**config.mk**
```make
export PLATFORM = sky130hd
export DESIGN_NAME = can_multiframe_reassembly_tracker
export DESIGN_NICKNAME = d
export VERILOG_FILES = /design/src/rtl/core/cmrt_pkg.sv /design/src/rtl/core/cmrt_frame_classify.sv /design/src/rtl/core/cmrt_chan_tracker.sv /design/src/rtl/core/can_multiframe_reassembly_tracker.sv
export SDC_FILE = /design/constraint.sdc
export NUM_CORES = 1
export LEC_CHECK = 0
export BUFFER_PORTS_ARGS = -buffer_cell sky130_fd_sc_hd__buf_4
export CORE_ASPECT_RATIO = 0.9
export CORE_MARGIN = 2
export CORE_UTILIZATION = 52
export CTS_BUF_LIST = sky130_fd_sc_hd__clkbuf_8 sky130_fd_sc_hd__clkbuf_16
export DETAILED_ROUTE_END_ITERATION = 6
export PLACE_DENSITY_LB_ADDON = 0.15
export SLEW_MARGIN = 20
export SYNTH_ARGS = -nofsm -noshare
export SYNTH_HDL_FRONTEND = slang
export SYNTH_SLANG_ARGS = --single-unit
```
**constraint.sdc**
```tcl
create_clock -name clk -period 8.6 [get_ports clk]
set_input_delay 0.86 -clock clk [delete_from_list [all_inputs] [get_ports clk]]
set_output_delay 0.86 -clock clk [all_outputs]
set_load 0.01 [all_outputs]
```
**src/rtl/core/cmrt_pkg.sv**
```systemverilog
`timescale 1ns / 1ps

package cmrt_pkg;

  // Result status codes.
  typedef enum logic [2:0] {
    ST_SINGLE_DONE = 3'd0,
    ST_START_OPEN  = 3'd1,
    ST_CONTINUED   = 3'd2,
    ST_MULTI_DONE  = 3'd3,
    ST_TOO_SHORT   = 3'd4,
    ST_OVERLENGTH  = 3'd5,
    ST_NO_CHANNEL  = 3'd6
  } status_t;

  // Frame class after decode.
  typedef enum logic [1:0] {
    K_SHORT  = 2'd0,
    K_SINGLE = 2'd1,
    K_START  = 2'd2,
    K_CONT   = 2'd3
  } kind_t;

  localparam int unsigned HdrW   = 15;
  localparam int unsigned LenW   = 12;
  localparam int unsigned DataW  = 64;
  localparam int unsigned CountW = 3;

  // Decoded view of one frame.
  typedef struct packed {
    kind_t               kind;
    logic [1:0]          ch;
    logic [HdrW-1:0]     hdr;
    logic [LenW-1:0]     total;
    logic [CountW-1:0]   n;
    logic [DataW-1:0]    payload;
  } dec_t;

  // One result item.
  typedef struct packed {
    status_t             status;
    logic [1:0]          channel;
    logic [2:0]          op_code;
    logic [5:0]          node_id;
    logic [5:0]          port_id;
    logic [LenW-1:0]     total_length;
    logic [LenW-1:0]     byte_offset;
    logic [DataW-1:0]    payload;
    logic [CountW-1:0]   payload_count;
    logic                replaced_open;
  } res_t;

  // Keeps the top n bytes of a 64-bit word.
  function automatic logic [DataW-1:0] byte_mask(input logic [CountW-1:0] n);
    logic [DataW-1:0] m;
    m = '0;
    for (int i = 0; i < 8; i++) begin
      m[DataW-1-8*i -: 8] = (4'(i) < {1'b0, n}) ? 8'hFF : 8'h00;
    end
    return m;
  endfunction

endpackage

```
**src/rtl/core/cmrt_frame_classify.sv**
```systemverilog
`timescale 1ns / 1ps

module cmrt_frame_classify (
  input  logic [3:0]          frame_len,
  input  logic [63:0]         frame_bytes,
  output cmrt_pkg::dec_t      dec
);

  logic [3:0] len_c;
  logic [7:0] b0;
  logic [7:0] b1;
  logic [7:0] b2;
  logic [7:0] b3;
  logic       multi;
  logic       cont;
  logic [63:0] shifted;
  logic [3:0] n_full;

  assign b0 = frame_bytes[63:56];
  assign b1 = frame_bytes[55:48];
  assign b2 = frame_bytes[47:40];
  assign b3 = frame_bytes[39:32];
  assign multi = b0[7];
  assign cont  = b0[6];

  // Lengths above eight count as eight.
  assign len_c = (frame_len > 4'd8) ? 4'd8 : frame_len;

  // Classify the frame and pick out header, declared length and payload.
  always_comb begin
    dec         = '0;
    dec.ch      = multi ? b0[5:4] : 2'd0;
    dec.total   = {b0[3:0], b1};
    n_full      = 4'd0;
    shifted     = '0;
    if ((len_c < 4'd2) || (multi && !cont && (len_c < 4'd4))) begin
      dec.kind = cmrt_pkg::K_SHORT;
    end else if (!multi) begin
      dec.kind  = cmrt_pkg::K_SINGLE;
      dec.hdr   = {b0[6:0], b1};
      n_full    = len_c - 4'd2;
      shifted   = frame_bytes << 16;
    end else if (!cont) begin
      dec.kind  = cmrt_pkg::K_START;
      dec.hdr   = {b2[6:0], b3};
      n_full    = len_c - 4'd4;
      shifted   = frame_bytes << 32;
    end else begin
      dec.kind  = cmrt_pkg::K_CONT;
      n_full    = len_c - 4'd1;
      shifted   = frame_bytes << 8;
    end
    dec.n       = n_full[2:0];
    dec.payload = shifted & cmrt_pkg::byte_mask(n_full[2:0]);
  end

endmodule

```
**src/rtl/core/cmrt_chan_tracker.sv**
```systemverilog
`timescale 1ns / 1ps

module cmrt_chan_tracker #(
  parameter int CHANNELS = 4
) (
  input  logic            clk,
  input  logic            rst_n,
  input  logic            fire,
  input  cmrt_pkg::dec_t  dec,
  output cmrt_pkg::res_t  res
);

  localparam int IdxW = (CHANNELS > 1) ? $clog2(CHANNELS) : 1;

  logic                       open_r  [CHANNELS];
  logic [cmrt_pkg::LenW-1:0]  total_r [CHANNELS];
  logic [cmrt_pkg::LenW-1:0]  done_r  [CHANNELS];
  logic [cmrt_pkg::HdrW-1:0]  hdr_r   [CHANNELS];

  logic [IdxW-1:0]            idx;
  logic                       chan_ok;
  logic                       ent_open;
  logic [cmrt_pkg::LenW-1:0]  ent_total;
  logic [cmrt_pkg::LenW-1:0]  ent_done;
  logic [cmrt_pkg::HdrW-1:0]  ent_hdr;
  logic [cmrt_pkg::LenW:0]    sum;
  logic [cmrt_pkg::LenW-1:0]  n_ext;

  logic                       open_we;
  logic                       open_nxt;
  logic                       ent_we;
  logic                       done_we;
  logic [cmrt_pkg::LenW-1:0]  done_nxt;

  // Channel lookup; entries past CHANNELS do not exist.
  assign idx     = IdxW'(dec.ch);
  assign chan_ok = ({1'b0, dec.ch} < 3'(CHANNELS));
  assign ent_open  = chan_ok && open_r[idx];
  assign ent_total = total_r[idx];
  assign ent_done  = done_r[idx];
  assign ent_hdr   = hdr_r[idx];
  assign n_ext     = cmrt_pkg::LenW'(dec.n);
  assign sum       = {1'b0, ent_done} + {1'b0, n_ext};

  // Result and channel update for one frame.
  always_comb begin
    res          = '0;
    res.status   = cmrt_pkg::ST_TOO_SHORT;
    res.channel  = dec.ch;
    open_we      = 1'b0;
    open_nxt     = 1'b0;
    ent_we       = 1'b0;
    done_we      = 1'b0;
    done_nxt     = n_ext;
    case (dec.kind)
      cmrt_pkg::K_SHORT: begin
        res.status = cmrt_pkg::ST_TOO_SHORT;
      end
      cmrt_pkg::K_SINGLE: begin
        res.status        = cmrt_pkg::ST_SINGLE_DONE;
        res.op_code       = dec.hdr[14:12];
        res.node_id       = dec.hdr[11:6];
        res.port_id       = dec.hdr[5:0];
        res.total_length  = n_ext;
        res.payload       = dec.payload;
        res.payload_count = dec.n;
      end
      cmrt_pkg::K_START: begin
        if (!chan_ok) begin
          res.status = cmrt_pkg::ST_NO_CHANNEL;
        end else begin
          res.replaced_open = ent_open;
          res.op_code       = dec.hdr[14:12];
          res.node_id       = dec.hdr[11:6];
          res.port_id       = dec.hdr[5:0];
          res.total_length  = dec.total;
          open_we           = 1'b1;
          if (n_ext > dec.total) begin
            res.status = cmrt_pkg::ST_OVERLENGTH;
          end else begin
            res.payload       = dec.payload;
            res.payload_count = dec.n;
            if (n_ext == dec.total) begin
              res.status = cmrt_pkg::ST_MULTI_DONE;
            end else begin
              res.status = cmrt_pkg::ST_START_OPEN;
              open_nxt   = 1'b1;
              ent_we     = 1'b1;
            end
          end
        end
      end
      cmrt_pkg::K_CONT: begin
        if (!ent_open) begin
          res.status = cmrt_pkg::ST_NO_CHANNEL;
        end else begin
          res.op_code      = ent_hdr[14:12];
          res.node_id      = ent_hdr[11:6];
          res.port_id      = ent_hdr[5:0];
          res.total_length = ent_total;
          res.byte_offset  = ent_done;
          if (sum > {1'b0, ent_total}) begin
            res.status = cmrt_pkg::ST_OVERLENGTH;
            open_we    = 1'b1;
          end else begin
            res.payload       = dec.payload;
            res.payload_count = dec.n;
            done_we           = 1'b1;
            done_nxt          = sum[cmrt_pkg::LenW-1:0];
            if (sum[cmrt_pkg::LenW-1:0] == ent_total) begin
              res.status = cmrt_pkg::ST_MULTI_DONE;
              open_we    = 1'b1;
            end else begin
              res.status = cmrt_pkg::ST_CONTINUED;
            end
          end
        end
      end
      default: begin
        res.status = cmrt_pkg::ST_TOO_SHORT;
      end
    endcase
  end

  // Open flags are cleared by reset.
  always_ff @(posedge clk) begin
    if (!rst_n) begin
      for (int i = 0; i < CHANNELS; i++) begin
        open_r[i] <= 1'b0;
      end
    end else if (fire && open_we) begin
      open_r[idx] <= open_nxt;
    end
  end

  // Message bookkeeping is only read while the channel is open.
  always_ff @(posedge clk) begin
    if (fire && ent_we) begin
      total_r[idx] <= dec.total;
      hdr_r[idx]   <= dec.hdr;
    end
    if (fire && (ent_we || done_we)) begin
      done_r[idx] <= done_nxt;
    end
  end

endmodule

```
**src/rtl/core/can_multiframe_reassembly_tracker.sv**
```systemverilog
`timescale 1ns / 1ps

// Tracks multi-frame CAN messages on up to four channels. Each accepted frame
// (length in in_tdata[3:0], data bytes in in_tdata[67:4], byte 0 on top)
// yields exactly one result carrying the payload bytes, their offset in the
// message, the decoded header and a status. A frame passes through an input
// register and then a result register, where its result is presented; a new
// frame is taken every cycle while the result side keeps up. The channel table
// is read and written in the same cycle, which sets that one-frame-per-cycle
// rate.
module can_multiframe_reassembly_tracker #(
  parameter int CHANNELS = 4
) (
  input  logic         clk,
  input  logic         rst_n,
  input  logic         in_tvalid,
  output logic         in_tready,
  input  logic [71:0]  in_tdata,   // frame_len[3:0], frame_bytes[67:4], zero pad
  output logic         out_tvalid,
  input  logic         out_tready,
  output logic [111:0] out_tdata,  // op_code, node_id, port_id, total_length,
                                   // byte_offset, payload, payload_count,
                                   // replaced_open, zero pad
  output logic [4:0]   out_tuser   // status[2:0], channel[4:3]
);

  logic                 in_valid_r;
  logic [3:0]           in_len_r;
  logic [63:0]          in_bytes_r;
  logic                 out_valid_r;
  cmrt_pkg::res_t       out_res_r;
  cmrt_pkg::dec_t       dec;
  cmrt_pkg::res_t       res;
  logic                 advance;

  // The held frame moves on when the result register is free or draining.
  assign advance   = in_valid_r && (!out_valid_r || out_tready);
  assign in_tready = rst_n && (!in_valid_r || advance);

  // Input register.
  always_ff @(posedge clk) begin
    if (!rst_n) begin
      in_valid_r <= 1'b0;
    end else if (in_tready) begin
      in_valid_r <= in_tvalid;
    end
  end

  always_ff @(posedge clk) begin
    if (in_tready && in_tvalid) begin
      in_len_r   <= in_tdata[3:0];
      in_bytes_r <= in_tdata[67:4];
    end
  end

  cmrt_frame_classify u_classify (
    .frame_len   (in_len_r),
    .frame_bytes (in_bytes_r),
    .dec         (dec)
  );

  cmrt_chan_tracker #(
    .CHANNELS (CHANNELS)
  ) u_tracker (
    .clk   (clk),
    .rst_n (rst_n),
    .fire  (advance),
    .dec   (dec),
    .res   (res)
  );

  // Result register.
  always_ff @(posedge clk) begin
    if (!rst_n) begin
      out_valid_r <= 1'b0;
    end else if (advance) begin
      out_valid_r <= 1'b1;
    end else if (out_tready) begin
      out_valid_r <= 1'b0;
    end
  end

  always_ff @(posedge clk) begin
    if (advance) begin
      out_res_r <= res;
    end
  end

  assign out_tvalid = out_valid_r;
  assign out_tuser  = {out_res_r.channel, out_res_r.status};
  assign out_tdata  = {5'b0,
                       out_res_r.replaced_open,
                       out_res_r.payload_count,
                       out_res_r.payload,
                       out_res_r.byte_offset,
                       out_res_r.total_length,
                       out_res_r.port_id,
                       out_res_r.node_id,
                       out_res_r.op_code};

endmodule
```
==> results.txt <==
The period utilization is 0.7671. The reported max-cap violation count is 0. The count of buffers added on input and output ports is 177. The power density relative to cell area is 210.1 nW/um^2.

The total of cells resized after clock tree synthesis is 0. The number of post-CTS setup repair buffers is 0. The die is 162.2 microns tall.

The cell count after synthesis is 1011. The synthesized design contains 329 enable-type register cells. The residual antenna-violating net count after detailed routing is 0. The detail-routed via count per cell is 6.031.

The die area is 29150 sq um. Of the cells placed in the final design, the portion with a size suffix greater than 1 is 0.2506. The class of the worst hold path is primary input to flop. The net count of the finished layout is 1278. The end of the worst hold path is in_bytes_r[20]. The critical path start-end classification is flop to flop. The clock insertion delay at the later pin of the skew report came out at 0.53 ns. The detailed placement HPWL came out at 23.83 mm. The portion of the post-synthesis area used by sequential elements is 0.6903.

The detailed-router iteration count before antenna repair is 6. The master cell of the clock root buffer is clkbuf_16. The synthesized design contains 334 register bits. The aggregate global routing overflow is 0. The worst hold path begins at in_tdata[24]. The number of sinks handled by clock tree synthesis is 334.

The number of antenna diodes in the final layout is 0. The most used flip-flop cell after synthesis is edfxtp_1. The number of antenna violations at the first check in global routing is 0. The type of element capturing the critical path is a flop. The arrival time at the worst endpoint is 6.79 ns. The vias after detailed routing is 9426.

The pin count of the biggest net entering global routing is 81. During I/O placement, the number of pins put on the boundary was 195. The count of final setup violators came out at 0. The via count of the first global-routing pass came to 9160. The count of endpoints failing hold in the final timing report was 0. The largest fanout of any net on the critical path came out at 11. The average cell area after synthesis is 14.30 sq um. The region available for standard cell placement spans 27170 sq um. The capturing point of the worst reg2reg path is u_tracker.done_r[0][6]. The nature of the critical path startpoint is a flop. Yosys attributes the largest share of cell area to edfxtp_1 (68%), mux2i_1 (2.8%), a22oi_1 (2.2%).

Counting instances, the worst hold path has a depth of 1. The number of clock buffers added by TritonCTS is 34. The share of synthesized area in the top cell type comes to 0.6834. The total negative setup slack is 0 ns.

After detailed routing, the number of remaining DRC violations is 0. During synthesis, Yosys emitted a total of 0 warnings. The maximum level of the CTS H-tree came out at 2. The filler-free cell count of the finished design is 1563. Setup repair after global routing left no endpoint under its margin. The global-route wire length before repair came out at 55.17 mm. The starting density of the core came out at 0.5320. The minimum clock period after layout came out at 6.597 ns.

The cell accounting for the most synthesized area is edfxtp_1. The CTS clock-pin slew for the worst setup and hold paths is 0.06 ns. Hold repair after CTS inserted 0 buffers. The register-to-register setup slack came out at 2.00 ns. The cell area that synthesis handed to floorplanning was 14460 sq um. The leading cell type by number of instances after synthesis is edfxtp_1. The run finished with clean final reports. The max-slew headroom at the worst pin is 0.3280.

In this run the critical register-to-register path is launched from in_len_r[3]. The maximum VDD drop came out at 148.3 uV. From synthesis to final layout, the design area changed by 19.24%. The analysis attributes to cell leakage a power of 6.274 nW. The data required time of the worst path came out at 8.80 ns.

The last weighted congestion value of the routability-driven placer came out at 0.8763. The routed length per instance is 23.46 microns. The total placed cells including tap cells is 1501.

Yosys mapped the design onto 67 distinct sky130hd cell types. The maximum clock insertion buffer count came out at 3. The worst-case clock skew came out at 0.03724 ns. The share of synthesized registers carrying an async set or reset came out at 0.

Across every metal layer, demand over resource in global routing totals 0.2483. The final number of max-transition violations is 0. The count of routing violations after the opening detailed-route iteration is 940.

The worst reg-to-reg path cell count came out at 20. The detailed-route wire length is 36.67 mm. The standard-cell row count came out at 57. The die width is 179.8 microns.

TritonCTS built the clock tree. The slew at the pin closest to its max-slew limit came out at 1.008 ns. After synthesis, the most frequently instantiated cells are edfxtp_1 (329), nor2_1 (83), nand2_1 (61). The highest clock rate is 151.6 MHz.
-- worst max path at each step --
| stage | start | to | slack (ns) | cells after the start |
|---|---|---|---|---|
| after floorplan | out_tready | u_tracker.done_r[1][0] | 1.42 | 5 |
| after global placement | in_len_r[3] | u_tracker.done_r[0][9] | 2.18 | 20 |
| after detailed placement | in_len_r[3] | u_tracker.done_r[0][9] | 2.13 | 18 |
| after CTS | in_len_r[3] | u_tracker.done_r[0][6] | 2.09 | 20 |
| after global routing | in_bytes_r[63] | u_tracker.done_r[0][6] | 1.59 | 17 |
| final | in_len_r[3] | u_tracker.done_r[0][6] | 2.00 | 20 |
-- sequential cells by signal, summed over array words and instances, names as in the netlist --
register	flops
out_tdata	99
in_bytes_r	64
u_tracker.hdr_r	60
u_tracker.done_r	48
u_tracker.total_r	48
out_tuser	5
in_len_r	4
u_tracker.open_r	4
in_valid_r	1
out_tvalid	1
-- power by group --
part / switching [mW] / internal [mW]
registers: 0.0309 / 1.84
logic: 0.175 / 0.118
clock network: 0.598 / 0.860
total: 0.804 / 2.82
-- through the flow --
stage | hold slack (ns) | setup slack [ns] | power (mW) | area [sq um] | utilization
floorplan | 0.4778 | 1.422 | 2.066 | 14500 | -
global placement | 0.4977 | 2.176 | 2.189 | 16100 | 0.5924
detailed placement | 0.5259 | 2.127 | 2.193 | 16100 | 0.5924
CTS | 0.4902 | 2.089 | 3.639 | 17210 | 0.6333
global route | 0.4884 | 1.593 | 3.735 | 17240 | 0.6344
finish | 0.5061 | 2.003 | 3.622 | 17240 | 0.6344
-- per-layer routing --
metal | share of wire | GRT usage | wire, microns | up-vias
met3 | 0.090 | 0.05426 | 3304 | 66
met1 | 0.41 | 0.3411 | 15040 | 4661
li1 | - | - | - | 4244
met2 | 0.48 | 0.4039 | 17480 | 455
met4 | 0.023 | 0.06911 | 850 | 0
met5 | 0 | 0 | 0 | -
-- worst max-delay path, stage by stage, from the launching register on --
cell      delay, ns
edfxtp_1       0.54
nand2b_1       0.26
ha_1           0.30
mux2i_1        0.06
mux2_2         0.38
o21ai_0        0.34
inv_1          0.33
ha_1           0.37
a21oi_1        0.06
maj3_1         0.45
or4_1          0.58
xor2_1         0.19
ha_1           0.35
o21ai_0        0.16
nand2b_1       0.07
a21oi_1        0.16
a31oi_1        0.09
nand2b_1       0.43
nand3_2        0.33
o22ai_1        0.51
buf_4          0.29
-- cell type report --
type / instances / area (sq um)
flip-flops and latches: 334 / 9980
fillers: 2029 / 9935
multi-input cells: 602 / 4150
repair buffers: 197 / 1499
clock buffers: 35 / 875.8
well taps: 354 / 442.9
clock inverters: 26 / 234.0
inverters: 15 / 56.30
-- layout by cell type (no fill, tap or decap), drive strengths merged, types with 25 or more instances in the layout --
master / count
a21oi: 30
buf: 197
o21ai: 37
clkbuf: 35
edfxtp: 329
o211ai: 27
a22o: 31
mux2i: 41
a22oi: 42
inv: 25
mux2: 28
nor2: 92
nand2: 62
-- cells by family after synthesis --
group | synth area share
DFF | 0.6903
and+or+nand+nor | 0.08638
AOI/OAI and AO/OA | 0.1194
buffers and inverters | 0.02943
muxes | 0.05020
adders and majority gates | 0.01679
xor gates and xnor gates | 0.007270
other | 0.0002594
No activity file was read; power rests on OpenSTA's default activity.
